===== src/cbe_pkg.sv =====
// Package for the cubic Bezier easing core: table sizes, sample positions,
// sequencer state and step codes. No dependencies.
package cbe_pkg;

	localparam int TABLE_SIZE   = 11;
	localparam int IDX_W        = $clog2(TABLE_SIZE);
	localparam int NEWTON_STEPS = 4;
	localparam int BISECT_STEPS = 10;
	localparam int N_W          = $clog2(NEWTON_STEPS);
	localparam int B_W          = $clog2(BISECT_STEPS);
	localparam int DIV_W        = 40;
	localparam int DC_W         = $clog2(DIV_W);

	localparam logic [16:0] ONE_Q16 = 17'h10000;
	// smallest integer slope with slope * 1000 >= 1.0 in Q16
	localparam logic signed [31:0] SLOPE_MIN = 32'sd66;
	localparam logic signed [31:0] OUT_MAX   = 32'sd262143;
	localparam logic signed [31:0] OUT_MIN   = -32'sd262144;

	localparam logic [1:0] REG_X1 = 2'd0;
	localparam logic [1:0] REG_Y1 = 2'd1;
	localparam logic [1:0] REG_X2 = 2'd2;
	localparam logic [1:0] REG_Y2 = 2'd3;

	typedef logic [16:0] tpos_tab_t [TABLE_SIZE];

	function automatic tpos_tab_t build_sample_t();
		tpos_tab_t tab;
		for (int i = 0; i < TABLE_SIZE; i++) begin
			tab[i] = 17'((i * 65536 + (TABLE_SIZE - 1) / 2) / (TABLE_SIZE - 1));
		end
		return tab;
	endfunction

	localparam tpos_tab_t SAMPLE_T = build_sample_t();

	typedef enum logic [3:0] {
		ST_REB,
		ST_IDLE,
		ST_SCAN,
		ST_INT_LO,
		ST_INT_HI,
		ST_INT_MUL,
		ST_INT_DIV,
		ST_EV_START,
		ST_EV_MUL,
		ST_EV_ADD,
		ST_DIV,
		ST_POST,
		ST_DONE
	} state_t;

	typedef enum logic [2:0] {
		K_TABLE,
		K_SLOPE0,
		K_NCURVE,
		K_NDIV,
		K_NSLOPE,
		K_BCURVE,
		K_YVAL,
		K_INTERP
	} kind_t;

endpackage


===== src/cubic_bezier_easing_core.sv =====
// Cubic Bezier easing core: sequencer, shared multiplier, radix-2 divider.
// Depends on cbe_pkg.
//
// Maps a progress value x (unsigned Q1.16) to the eased y (signed Q2.16) of a
// cubic Bezier curve from (0,0) to (1,1). One item is in flight at a time;
// in_stall is high while it is worked on. Inputs of 0 and 1 (and above 1)
// skip the search and raise out_valid with y equal to the clamped x.
// Otherwise the sample table is scanned, the first t is interpolated, and the
// answer follows after up to four Newton steps, up to ten bisection steps
// when the slope is small, or none when the slope is zero. The time is set
// by the 40-bit radix-2 divider behind each Newton step and interpolation,
// and by the shared multiplier, which takes a multiply state and an add state
// per Horner term. After reset and after each write of an x handle the table
// is rebuilt, 11 curve evaluations, during which no item is taken.
module cubic_bezier_easing_core import cbe_pkg::*; (
	input  logic               clk,
	input  logic               arst_n,
	input  logic               in_valid,
	output logic               in_stall,
	input  logic [16:0]        x_progress,
	output logic               out_valid,
	input  logic               out_stall,
	output logic signed [18:0] eased_value,
	input  logic               cfg_wr_en,
	input  logic [1:0]         cfg_index,
	input  logic [18:0]        cfg_data
);

	state_t state_q, state_d;
	kind_t  kind_q;

	logic [16:0]        hx1_q, hx2_q;
	logic signed [18:0] hy1_q, hy2_q;
	logic [16:0]        table_q [TABLE_SIZE];

	logic [16:0]        x_q, t_q, a_q, b_q, tab_lo_q, den_q;
	logic [IDX_W-1:0]   k_q, ri_q;
	logic [N_W-1:0]     n_q;
	logic [B_W-1:0]     i_q;
	logic [1:0]         step_q;
	logic signed [31:0] acc_q, s_q;
	logic signed [49:0] prod_q;
	logic [DIV_W-1:0]   dvd_q;
	logic [31:0]        rem_q, dsr_q;
	logic               neg_q;
	logic [DC_W-1:0]    dcnt_q;
	logic signed [18:0] y_q, out_q;
	logic               out_valid_q;

	logic               in_accept, out_load, cfg_x_wr;
	logic [16:0]        cfg_xc, xin_c;
	logic               endp;
	logic signed [31:0] px1, px2, py1, py2, p1, p2, ca, cb, cc, c0, addend, acc_rnd;
	logic               is_slope;
	logic [1:0]         last_step;
	logic [16:0]        span, lo_t, hi_t, tab_rd, mul_src, cur_init, cur_n, a_n, b_n;
	logic signed [17:0] mul_b, den_d;
	logic [IDX_W-1:0]   k_nx, rd_addr;
	logic               scan_go, den_pos;
	logic [49:0]        prod_mag;
	logic [33:0]        rnd_mag;
	logic signed [31:0] diff_d;
	logic               d_neg, d_pos, s_neg;
	logic [31:0]        d_mag, s_mag;
	logic [32:0]        rem_sh, trial;
	logic               q_bit;
	logic signed [41:0] q_s, t_newt;
	logic [16:0]        t_newt_c, t_int_c, tab_val;
	logic [40:0]        t_int;
	logic signed [18:0] y_sat;
	logic               last_n, last_i;

	assign cfg_x_wr = cfg_wr_en && (cfg_index == REG_X1 || cfg_index == REG_X2);
	assign cfg_xc   = (cfg_data[16:0] > ONE_Q16) ? ONE_Q16 : cfg_data[16:0];
	assign xin_c    = (x_progress > ONE_Q16) ? ONE_Q16 : x_progress;
	assign endp     = (xin_c == 17'd0) || (xin_c == ONE_Q16);

	assign px1 = signed'(32'(hx1_q));
	assign px2 = signed'(32'(hx2_q));
	assign py1 = 32'(hy1_q);
	assign py2 = 32'(hy2_q);
	assign p1  = (kind_q == K_YVAL) ? py1 : px1;
	assign p2  = (kind_q == K_YVAL) ? py2 : px2;
	assign ca  = 32'sd65536 + 32'sd3 * p1 - 32'sd3 * p2;
	assign cb  = 32'sd3 * p2 - 32'sd6 * p1;
	assign cc  = 32'sd3 * p1;

	assign is_slope  = (kind_q == K_SLOPE0) || (kind_q == K_NSLOPE);
	assign c0        = is_slope ? 32'sd3 * ca : ca;
	assign last_step = is_slope ? 2'd1 : 2'd2;

	always_comb begin
		case (step_q)
			2'd0:    addend = is_slope ? 32'sd2 * cb : cb;
			2'd1:    addend = cc;
			default: addend = 32'sd0;
		endcase
	end

	assign k_nx     = IDX_W'(k_q + 1'b1);
	assign lo_t     = SAMPLE_T[k_q];
	assign hi_t     = SAMPLE_T[k_nx];
	assign span     = hi_t - lo_t;
	assign cur_init = 17'((18'(lo_t) + 18'(hi_t)) >> 1);
	assign mul_src  = (state_q == ST_INT_MUL) ? span : t_q;
	assign mul_b    = signed'({1'b0, mul_src});

	assign rd_addr = (state_q == ST_INT_HI) ? k_nx : k_q;
	assign tab_rd  = table_q[rd_addr];
	assign scan_go = (k_q != IDX_W'(TABLE_SIZE - 1)) && (tab_rd <= x_q);
	assign den_d   = signed'({1'b0, tab_rd}) - signed'({1'b0, tab_lo_q});
	assign den_pos = !den_d[17] && (den_d != 18'sd0);

	assign prod_mag = prod_q[49] ? 50'(-prod_q) : 50'(prod_q);
	assign rnd_mag  = 34'((prod_mag + 50'd32768) >> 16);
	assign acc_rnd  = prod_q[49] ? -signed'(32'(rnd_mag)) : signed'(32'(rnd_mag));

	assign diff_d = acc_q - signed'(32'(x_q));
	assign d_neg  = diff_d[31];
	assign d_pos  = !d_neg && (diff_d != 32'sd0);
	assign d_mag  = d_neg ? 32'(-diff_d) : 32'(diff_d);
	assign s_neg  = s_q[31];
	assign s_mag  = s_neg ? 32'(-s_q) : 32'(s_q);

	assign rem_sh = {rem_q, dvd_q[DIV_W-1]};
	assign trial  = rem_sh - {1'b0, dsr_q};
	assign q_bit  = !trial[32];

	assign q_s      = neg_q ? -signed'({2'b00, dvd_q}) : signed'({2'b00, dvd_q});
	assign t_newt   = signed'(42'(t_q)) - q_s;
	assign t_newt_c = t_newt[41] ? 17'd0 :
		(t_newt > signed'(42'(ONE_Q16)) ? ONE_Q16 : t_newt[16:0]);
	assign t_int    = 41'(lo_t) + 41'(dvd_q);
	assign t_int_c  = (t_int > 41'(ONE_Q16)) ? ONE_Q16 : t_int[16:0];

	assign tab_val = acc_q[31] ? 17'd0 :
		(acc_q > signed'(32'(ONE_Q16)) ? ONE_Q16 : acc_q[16:0]);
	assign y_sat   = (acc_q > OUT_MAX) ? 19'(OUT_MAX) :
		((acc_q < OUT_MIN) ? 19'(OUT_MIN) : acc_q[18:0]);

	assign a_n   = d_pos ? a_q : t_q;
	assign b_n   = d_pos ? t_q : b_q;
	assign cur_n = 17'((18'(a_n) + 18'(b_n)) >> 1);

	assign last_n = (n_q == N_W'(NEWTON_STEPS - 1));
	assign last_i = (i_q == B_W'(BISECT_STEPS - 1));

	always_comb begin
		in_stall  = (state_q != ST_IDLE);
		in_accept = in_valid && (state_q == ST_IDLE);
		out_load  = (state_q == ST_DONE) && (!out_valid_q || !out_stall);
	end

	always_comb begin
		state_d = state_q;
		case (state_q)
			ST_REB:      state_d = ST_EV_START;
			ST_IDLE:     if (in_accept) state_d = endp ? ST_DONE : ST_SCAN;
			ST_SCAN:     if (!scan_go) state_d = ST_INT_LO;
			ST_INT_LO:   state_d = ST_INT_HI;
			ST_INT_HI:   state_d = den_pos ? ST_INT_MUL : ST_EV_START;
			ST_INT_MUL:  state_d = ST_INT_DIV;
			ST_INT_DIV:  state_d = ST_DIV;
			ST_EV_START: state_d = ST_EV_MUL;
			ST_EV_MUL:   state_d = ST_EV_ADD;
			ST_EV_ADD:   if (step_q == last_step) state_d = ST_POST;
				else state_d = ST_EV_MUL;
			ST_DIV:      if (dcnt_q == DC_W'(DIV_W - 1)) state_d = ST_POST;
			ST_POST: begin
				case (kind_q)
					K_TABLE:  state_d = (ri_q == IDX_W'(TABLE_SIZE - 1)) ? ST_IDLE : ST_REB;
					K_YVAL:   state_d = ST_DONE;
					K_NCURVE: state_d = ST_DIV;
					default:  state_d = ST_EV_START;
				endcase
			end
			ST_DONE:     if (out_load) state_d = ST_IDLE;
			default:     state_d = ST_IDLE;
		endcase
		if (cfg_x_wr) state_d = ST_REB;
	end

	always_ff @(posedge clk or negedge arst_n) begin
		if (!arst_n) begin
			state_q     <= ST_REB;
			ri_q        <= '0;
			out_valid_q <= 1'b0;
			hx1_q       <= 17'd0;
			hy1_q       <= 19'sd0;
			hx2_q       <= ONE_Q16;
			hy2_q       <= 19'sd65536;
		end else begin
			state_q <= state_d;
			if (cfg_x_wr) begin
				ri_q <= '0;
			end else if (state_q == ST_POST && kind_q == K_TABLE &&
					ri_q != IDX_W'(TABLE_SIZE - 1)) begin
				ri_q <= IDX_W'(ri_q + 1'b1);
			end
			if (out_load) begin
				out_valid_q <= 1'b1;
			end else if (!out_stall) begin
				out_valid_q <= 1'b0;
			end
			if (cfg_wr_en) begin
				case (cfg_index)
					REG_X1:  hx1_q <= cfg_xc;
					REG_Y1:  hy1_q <= signed'(cfg_data);
					REG_X2:  hx2_q <= cfg_xc;
					REG_Y2:  hy2_q <= signed'(cfg_data);
					default: hx1_q <= hx1_q;
				endcase
			end
		end
	end

	always_ff @(posedge clk) begin
		if (out_load) out_q <= y_q;
		case (state_q)
			ST_REB: begin
				t_q    <= SAMPLE_T[ri_q];
				kind_q <= K_TABLE;
			end
			ST_IDLE: begin
				if (in_accept) begin
					x_q <= xin_c;
					y_q <= signed'(19'(xin_c));
					k_q <= IDX_W'(1);
				end
			end
			ST_SCAN: k_q <= scan_go ? k_nx : IDX_W'(k_q - 1'b1);
			ST_INT_LO: tab_lo_q <= tab_rd;
			ST_INT_HI: begin
				acc_q <= signed'(32'(x_q - tab_lo_q));
				den_q <= den_d[16:0];
				if (!den_pos) begin
					t_q    <= lo_t;
					kind_q <= K_SLOPE0;
				end
			end
			ST_INT_MUL: prod_q <= acc_q * mul_b;
			ST_INT_DIV: begin
				dvd_q  <= prod_q[DIV_W-1:0];
				dsr_q  <= 32'(den_q);
				rem_q  <= '0;
				dcnt_q <= '0;
				neg_q  <= 1'b0;
				kind_q <= K_INTERP;
			end
			ST_EV_START: begin
				acc_q  <= c0;
				step_q <= 2'd0;
			end
			ST_EV_MUL: prod_q <= acc_q * mul_b;
			ST_EV_ADD: begin
				acc_q  <= acc_rnd + addend;
				step_q <= 2'(step_q + 1'b1);
			end
			ST_DIV: begin
				rem_q  <= q_bit ? trial[31:0] : rem_sh[31:0];
				dvd_q  <= {dvd_q[DIV_W-2:0], q_bit};
				dcnt_q <= DC_W'(dcnt_q + 1'b1);
			end
			ST_POST: begin
				case (kind_q)
					K_TABLE: table_q[ri_q] <= tab_val;
					K_SLOPE0: begin
						s_q <= acc_q;
						if (acc_q >= SLOPE_MIN) begin
							n_q    <= '0;
							kind_q <= K_NCURVE;
						end else if (acc_q != 32'sd0) begin
							a_q    <= lo_t;
							b_q    <= hi_t;
							i_q    <= '0;
							t_q    <= cur_init;
							kind_q <= K_BCURVE;
						end else begin
							kind_q <= K_YVAL;
						end
					end
					K_NCURVE: begin
						dvd_q  <= {d_mag[23:0], 16'd0};
						dsr_q  <= s_mag;
						rem_q  <= '0;
						dcnt_q <= '0;
						neg_q  <= d_neg ^ s_neg;
						kind_q <= K_NDIV;
					end
					K_NDIV: begin
						t_q    <= t_newt_c;
						n_q    <= N_W'(n_q + 1'b1);
						kind_q <= last_n ? K_YVAL : K_NSLOPE;
					end
					K_NSLOPE: begin
						s_q    <= acc_q;
						kind_q <= (acc_q == 32'sd0) ? K_YVAL : K_NCURVE;
					end
					K_BCURVE: begin
						if (diff_d == 32'sd0 || last_i) begin
							kind_q <= K_YVAL;
						end else begin
							a_q <= a_n;
							b_q <= b_n;
							t_q <= cur_n;
							i_q <= B_W'(i_q + 1'b1);
						end
					end
					K_YVAL: y_q <= y_sat;
					K_INTERP: begin
						t_q    <= t_int_c;
						kind_q <= K_SLOPE0;
					end
					default: kind_q <= K_YVAL;
				endcase
			end
			default: step_q <= step_q;
		endcase
	end

	assign out_valid   = out_valid_q;
	assign eased_value = out_q;

`ifndef SYNTHESIS
	a_div_nonzero: assert property (@(posedge clk) disable iff (!arst_n)
		(state_q == ST_DIV) |-> (dsr_q != 32'd0))
		else $error("divider running with a zero divisor");

	a_table_origin: assert property (@(posedge clk) disable iff (!arst_n)
		(state_q == ST_IDLE) |-> (table_q[0] == 17'd0))
		else $error("first table sample is not zero");

	a_t_range: assert property (@(posedge clk) disable iff (!arst_n)
		(state_q == ST_EV_MUL) |-> (t_q <= ONE_Q16))
		else $error("curve parameter out of range");
`endif

endmodule

===== config.mk =====
export PLATFORM = sky130hd
export DESIGN_NAME = cubic_bezier_easing_core
export DESIGN_NICKNAME = d
export VERILOG_FILES = /design/src/cbe_pkg.sv /design/src/cubic_bezier_easing_core.sv
export SDC_FILE = /design/constraint.sdc
export NUM_CORES = 2
export LEC_CHECK = 0
export ABC_AREA = 1
export ABC_CLOCK_PERIOD_IN_PS = 23400
export BUFFER_PORTS_ARGS = -buffer_cell sky130_fd_sc_hd__buf_2
export CORE_AREA = 2 2 314 472
export CTS_BUF_LIST = sky130_fd_sc_hd__clkbuf_8
export DETAILED_ROUTE_END_ITERATION = 8
export DIE_AREA = 0 0 316 474
export PLACE_DENSITY = 0.72
export SYNTH_ARGS = -nofsm -noshare
export SYNTH_HDL_FRONTEND = slang
export SYNTH_SLANG_ARGS = --single-unit
export TNS_END_PERCENT = 100

===== constraint.sdc =====
create_clock -name clk -period 23.4 [get_ports clk]
set_input_delay 4.68 -clock clk [delete_from_list [all_inputs] [get_ports clk]]
set_output_delay 4.68 -clock clk [all_outputs]
set_load 0.05 [all_outputs]

; Word level (Yosys, flattened, before mapping)
; Memories as Yosys holds them, arrays and structs flattened.
; Cells that the tools add are included.
[op_classes]
add_sub_neg = 26
mul = 5
div_mod_pow = 0
n_lt_le_gt_ge = 12
eq_ne = 51
shifts = 0
n_mux = 95
n_bitwise = 4
n_reduce_logical = 56
[ops]
columns = operator, n
row1 = 17-bit two-way mux, 26
row2 = 32-bit two-way mux, 9
row3 = 32-bit case mux with 3 select lines, 2
row4 = 32-bit case mux with 2 select lines, 2
row5 = 40-bit case mux with 3 select lines, 1
row6 = 3-bit by 32-bit multiplier with 32-bit output (first input constant), 3
row7 = 19-bit two-way mux, 4
row8 = 17-bit case mux with 2 select lines, 2
row9 = 17-bit case mux with 4 select lines, 1
row10 = 32-bit logical NOT, 2
row11 = 32-bit negator, 2
row12 = 32-bit nonzero test, 2
row13 = 32-bit subtractor, 2
row14 = 4-bit two-way mux, 14
row15 = 4-bit case mux with 13 select lines, 1
row16 = 17-bit case mux with 3 select lines, 1
row17 = 32-bit by 18-bit multiplier with 50-bit output, 1
row18 = 48-bit by 16-bit adder with 48-bit output (second input constant), 1
row19 = 48-bit two-way mux, 1
row20 = 48-bit negator, 1
row21 = 42-bit by 18-bit > comparator with 1-bit output (second input constant), 1
row22 = 42-bit two-way mux, 1
row23 = 40-bit negator with 42-bit output, 1
row24 = 18-bit by 42-bit subtractor with 42-bit output, 1
row25 = other kinds (75), 167
[totals]
register_bits = 461
latchBits = 0
ramBits = 187
romBits = 816
inputBits = 43
out_inout_bits = 21
wordCells = 281
memories = 4
[mem_list]
columns = memory, words, word_bits, read_ports, rd_clocked_by_memory_dff, write_ports, line
row1 = (no name shown), 16, 17, 1, 0, 0, cubic_bezier_easing_core.sv:221  ; t_q <= SAMPLE_T[ri_q];
row2 = (no name shown), 16, 17, 1, 0, 0, cubic_bezier_easing_core.sv:102  ; assign hi_t = SAMPLE_T[k_nx];
row3 = (no name shown), 16, 17, 1, 0, 0, cubic_bezier_easing_core.sv:101  ; assign lo_t = SAMPLE_T[k_q];
row4 = table_q, 11, 17, 1, 0, 1, cubic_bezier_easing_core.sv:34  ; logic [16:0] table_q [TABLE_SIZE];

; Depth between registers and ports, before layout
[depth]
depth_word = 10
mapped_depth = 54
ltp_nobuf = 52

; Worst setup path before layout
; Ideal clock, no wire load.
[synth_path]
path_kind = register to register
start = reg k_q[2]
end = reg prod_q[44], data pin
arrival_ns = 9.122
required_time_ns = 23.148
slack_ns = 14.026
stages_incl_launch_ff = 49
n_path_buf = 3
synth_period_minus_slack_ns = 9.374
path_cell_list = edfxtp_1 clkbuf_1 inv_1 nor3_1 or2_2 nand2_1 inv_1 a211oi_1 ha_1 clkbuf_1 inv_1 nor2_1 a21oi_1 inv_1 nand2_1 inv_1 or2_1 a21oi_1 [13 not listed] inv_1 fa_1 inv_1 ha_1 a21oi_1 inv_1 a21oi_1 o21ai_1 a21boi_0 o21ai_1 a21boi_2 o21ai_1 a21oi_1 o21ai_1 nand2_1 nand2_1 nand2_1 nand2_1
[synth_via]
elab_chain_len = 8
[synth_rtl]
columns = element, line
row1 = from (decl), cubic_bezier_easing_core.sv:37  ; logic [IDX_W-1:0] k_q, ri_q;
row2 = from (signal assigned), cubic_bezier_easing_core.sv:231  ; ST_SCAN: k_q <= scan_go ? k_nx : IDX_W'(k_q - 1'b1);
row3 = 4-bit by 1-bit adder with 4-bit output, cubic_bezier_easing_core.sv:100  ; assign k_nx = IDX_W'(k_q + 1'b1);
row4 = 4-bit NOT with 5-bit output (implied by the code), cubic_bezier_easing_core.sv:102
row5 = memory 16 x 17 bit, --
row6 = 17-bit two-way mux (implied by the code) (2 in a row), cubic_bezier_easing_core.sv:102
row7 = 17-bit subtractor (*), cubic_bezier_easing_core.sv:103  ; assign span = hi_t - lo_t;
row8 = 17-bit two-way mux (*), cubic_bezier_easing_core.sv:105  ; assign mul_src = (state_q == ST_INT_MUL) ? span : t_q;
row9 = 32-bit by 18-bit multiplier with 50-bit output (*), "cubic_bezier_easing_core.sv:241, cubic_bezier_easing_core.sv:254"
row10 = to (signal assigned), cubic_bezier_easing_core.sv:241  ; ST_INT_MUL: prod_q <= acc_q * mul_b;
row11 = to (signal assigned), cubic_bezier_easing_core.sv:254  ; ST_EV_MUL: prod_q <= acc_q * mul_b;
row12 = to (decl), cubic_bezier_easing_core.sv:42  ; logic signed [49:0] prod_q;
; Every way passes the cells marked *; elsewhere a longest branch is shown, timed or not. The select of a mux whose other input is x is not followed.
; A chain may end at the register's enable or synchronous reset.

; Worst setup path after layout
[layout_path]
start = reg k_q[0]
end = reg prod_q[49], data pin
; The elaborated chain is that of the path after synthesis.

==> flow_summary.json <==
{
  "rsz0062_at_grt": "no",
  "vias_per_cell": 5.717,
  "post-cts-setup-buffer-count": 0,
  "ys.flop_type": "edfxtp_1",
  "r2r-end": "prod_q[49]",
  "timing.reg2reg.setup_slack_ps": 11700,
  "grt_pass1_wl_mm": 402.8,
  "vias": 66050,
  "dieArea_sq_um": 149800,
  "drt_pass1_iterations": 6,
  "cp-end-kind": "flop",
  "clk_latency_ps": 940,
  "wirelength_mm": 268.6,
  "avgSynthCellArea_sq_um": 7.628,
  "ant_nets": 0,
  "use_met1_pct": 38.23,
  "multi_input_area_sq_um": 46340,
  "violations": "max-capacitance violations, max-slew violations",
  "synth_edf_count": 566,
  "setup_violations": 0,
  "die_h_microns": 474,
  "place_inst": 11340,
  "yosysSeqAreaShare_pct": 26.24,
  "fmax_ghz": 0.08549,
  "grt_busiest_layer": "met2",
  "hold_path.startpoint": "y_q[3]",
  "finalCritPeriodShare_pct": 49.99,
  "report.final.slew_viol_count": 4,
  "crit_path_top_delay_cell": "a31oi_1",
  "fp.dieW_microns": 316,
  "routabilityCongestion": 1.044,
  "drive_gt1_share_pct": 6.843,
  "syn_area_sq_um": 72510,
  "synth_seq_cells": 647,
  "hp-class": "flop to flop",
  "final_cell_mix": "nand2_1 (2151), inv_1 (1610), nor2_1 (939), edfxtp_1 (566), ha_1 (563)",
  "final_common_cell": "nand2_1",
  "crit_fanout": 29,
  "grt_max_degree": 86,
  "h-tree-depth": 3,
  "grt_usage_pct": 36.11,
  "clk_pin_slew_ps": 60,
  "dpl.hpwl_mm": 214.5,
  "layout.cells.non_filler": 11550,
  "arrival_ps": 12310,
  "antenna_found_initial": 12,
  "globalRouteOverflowTotal": 0,
  "register_area_sq_um": 19030,
  "synthesis.nets": 10650,
  "cap_violations": 2,
  "cts_inserted_buffers": 107,
  "timing.rr.start": "k_q[0]",
  "core_sq_um": 145700,
  "holdBufCountCts": 0,
  "async_flop_share_pct": 12.52,
  "drc": 0,
  "cts_tree": "yes",
  "layout.nets": 10680,
  "wire_per_inst_microns": 23.25,
  "drt_iter0_drc": 5617,
  "hold_ws_ps": 423.5,
  "required_ps": 24020,
  "finalWorstPathRequiredPeriod_ps": 11700,
  "crit_type": "flop to flop",
  "grt_use_met3_pct": 5.962,
  "yosysWarnings": 0,
  "synth_cells": 9505,
  "clockBufferDepth": 3,
  "cp_common_cell": "inv_1",
  "whs_endpoint": "eased_value[3]",
  "fin_skew_ps": 75.86,
  "syn2layout_area_growth_pct": 6.889,
  "max_stage_delay_ps": 920,
  "clockRootBuffer": "clkbuf_8",
  "globalRouteMet2Util_pct": 62.45,
  "start_kind": "flop",
  "portBuffers": 63,
  "final_hold_viol_count": 0,
  "floorplan.initialDensity_pct": 49.77,
  "status": "complete, but fails checks",
  "reg2regPathDepth": 43,
  "cts.sinks": 647,
  "worst_pin_slew_ps": 1591,
  "ctsResizeCount": 0,
  "max_slew_margin_pct": -6.412,
  "min_path_cells": 0,
  "grt_pass1_vias": 67580,
  "yosysUniqueCellTypes": 72,
  "ios": 64,
  "num-fill-cells": 13950,
  "fin_setup_tns_ps": 0,
  "num_rows": 172
}
## per-layer routing
metal / share of wire [%] / vias up
met2: 49 / 2798
met1: 34 / 31440
met5: 0.018 / -
met3: 6.7 / 991
li1: - / 30810
met4: 10 / 8
## worst max path at each step
stage | start | endpoint | slack (ps)
2_1_floorplan | k_q[2] | prod_q[44] | 14030
3_3_place_gp | k_q[0] | prod_q[49] | 12070
5_1_grt | k_q[0] | prod_q[40] | 10960
6_report | k_q[0] | prod_q[49] | 11700
3_5_place_dp | k_q[0] | prod_q[49] | 12000
4_1_cts | k_q[0] | prod_q[49] | 11930
## cells by family (layout without fill, tap and decap cells)
logic type                 count (synthesis)  in the layout  share of synthesized area, %
adders and majority gates               1099           1099                         24.51
DFF                                      647            647                         26.24
and+or+nand+nor                         4038           4038                         23.75
other                                      0              8                             0
buffers and inverters                   1925           2050                         10.09
AOI/OAI and AO/OA                       1465           1465                         11.34
xor gates and xnor gates                 324            324                         3.955
muxes                                      7              7                        0.1087
## cell usage after synthesis, drive strengths merged, types with 114 or more instances
library cell	number	area, sq um
nor2	1019	4141
nand2	2222	8558
clkbuf	216	813.3
ha	563	7044
nand4	118	763.2
o21ai	590	2968
fa	536	10730
nand3	460	2470
xor2	221	1966
inv	1638	6148
edfxtp	566	17000
nor3	114	601.8
a21oi	547	2741
## final cells by class
cell class	instances	share of cell area [%]
Antenna cell	8	0.02583
Clock buffer	108	1.918
Clock inverter	92	0.9783
Inverter	1667	8.074
Multi-Input combinational cell	6933	59.79
Sequential cell	647	24.55
Tap cell	1914	3.090
Timing Repair Buffer	183	1.572
## sequential cells by signal, indices dropped and copies added, names as in the netlist, 19 cells and up
signal / flops
hy1_q: 19
rem_q: 32
dvd_q: 40
prod_q: 49
acc_q: 32
hy2_q: 19
dsr_q: 32
table_q: 187
eased_value: 19
y_q: 19
s_q: 32
## metrics by stage
step / cell area, sq um / setup WS (ps) / util, %
after floorplan: 72510 / 14030 / -
after global placement: 75230 / 12070 / 51.64
after detailed placement: 75230 / 12000 / 51.64
after CTS: 77480 / 11930 / 53.18
after global routing: 77490 / 10960 / 53.19
final: 77500 / 11700 / 53.20
## critical path, delay by kind of cell, from the launching register on
family,cells,cell delay [ps]
adder cells (fa/ha/maj),9,4370
flip-flops,1,500
AO/OA/AOI/OAI,13,4010
AND/OR/NAND/NOR,8,920
XOR/XNOR,1,60
buffers and inverters,12,1520
Power is left out: the tool's default activity adds up to more than one toggle a clock period on the data nets, which glitch-free logic cannot reach.
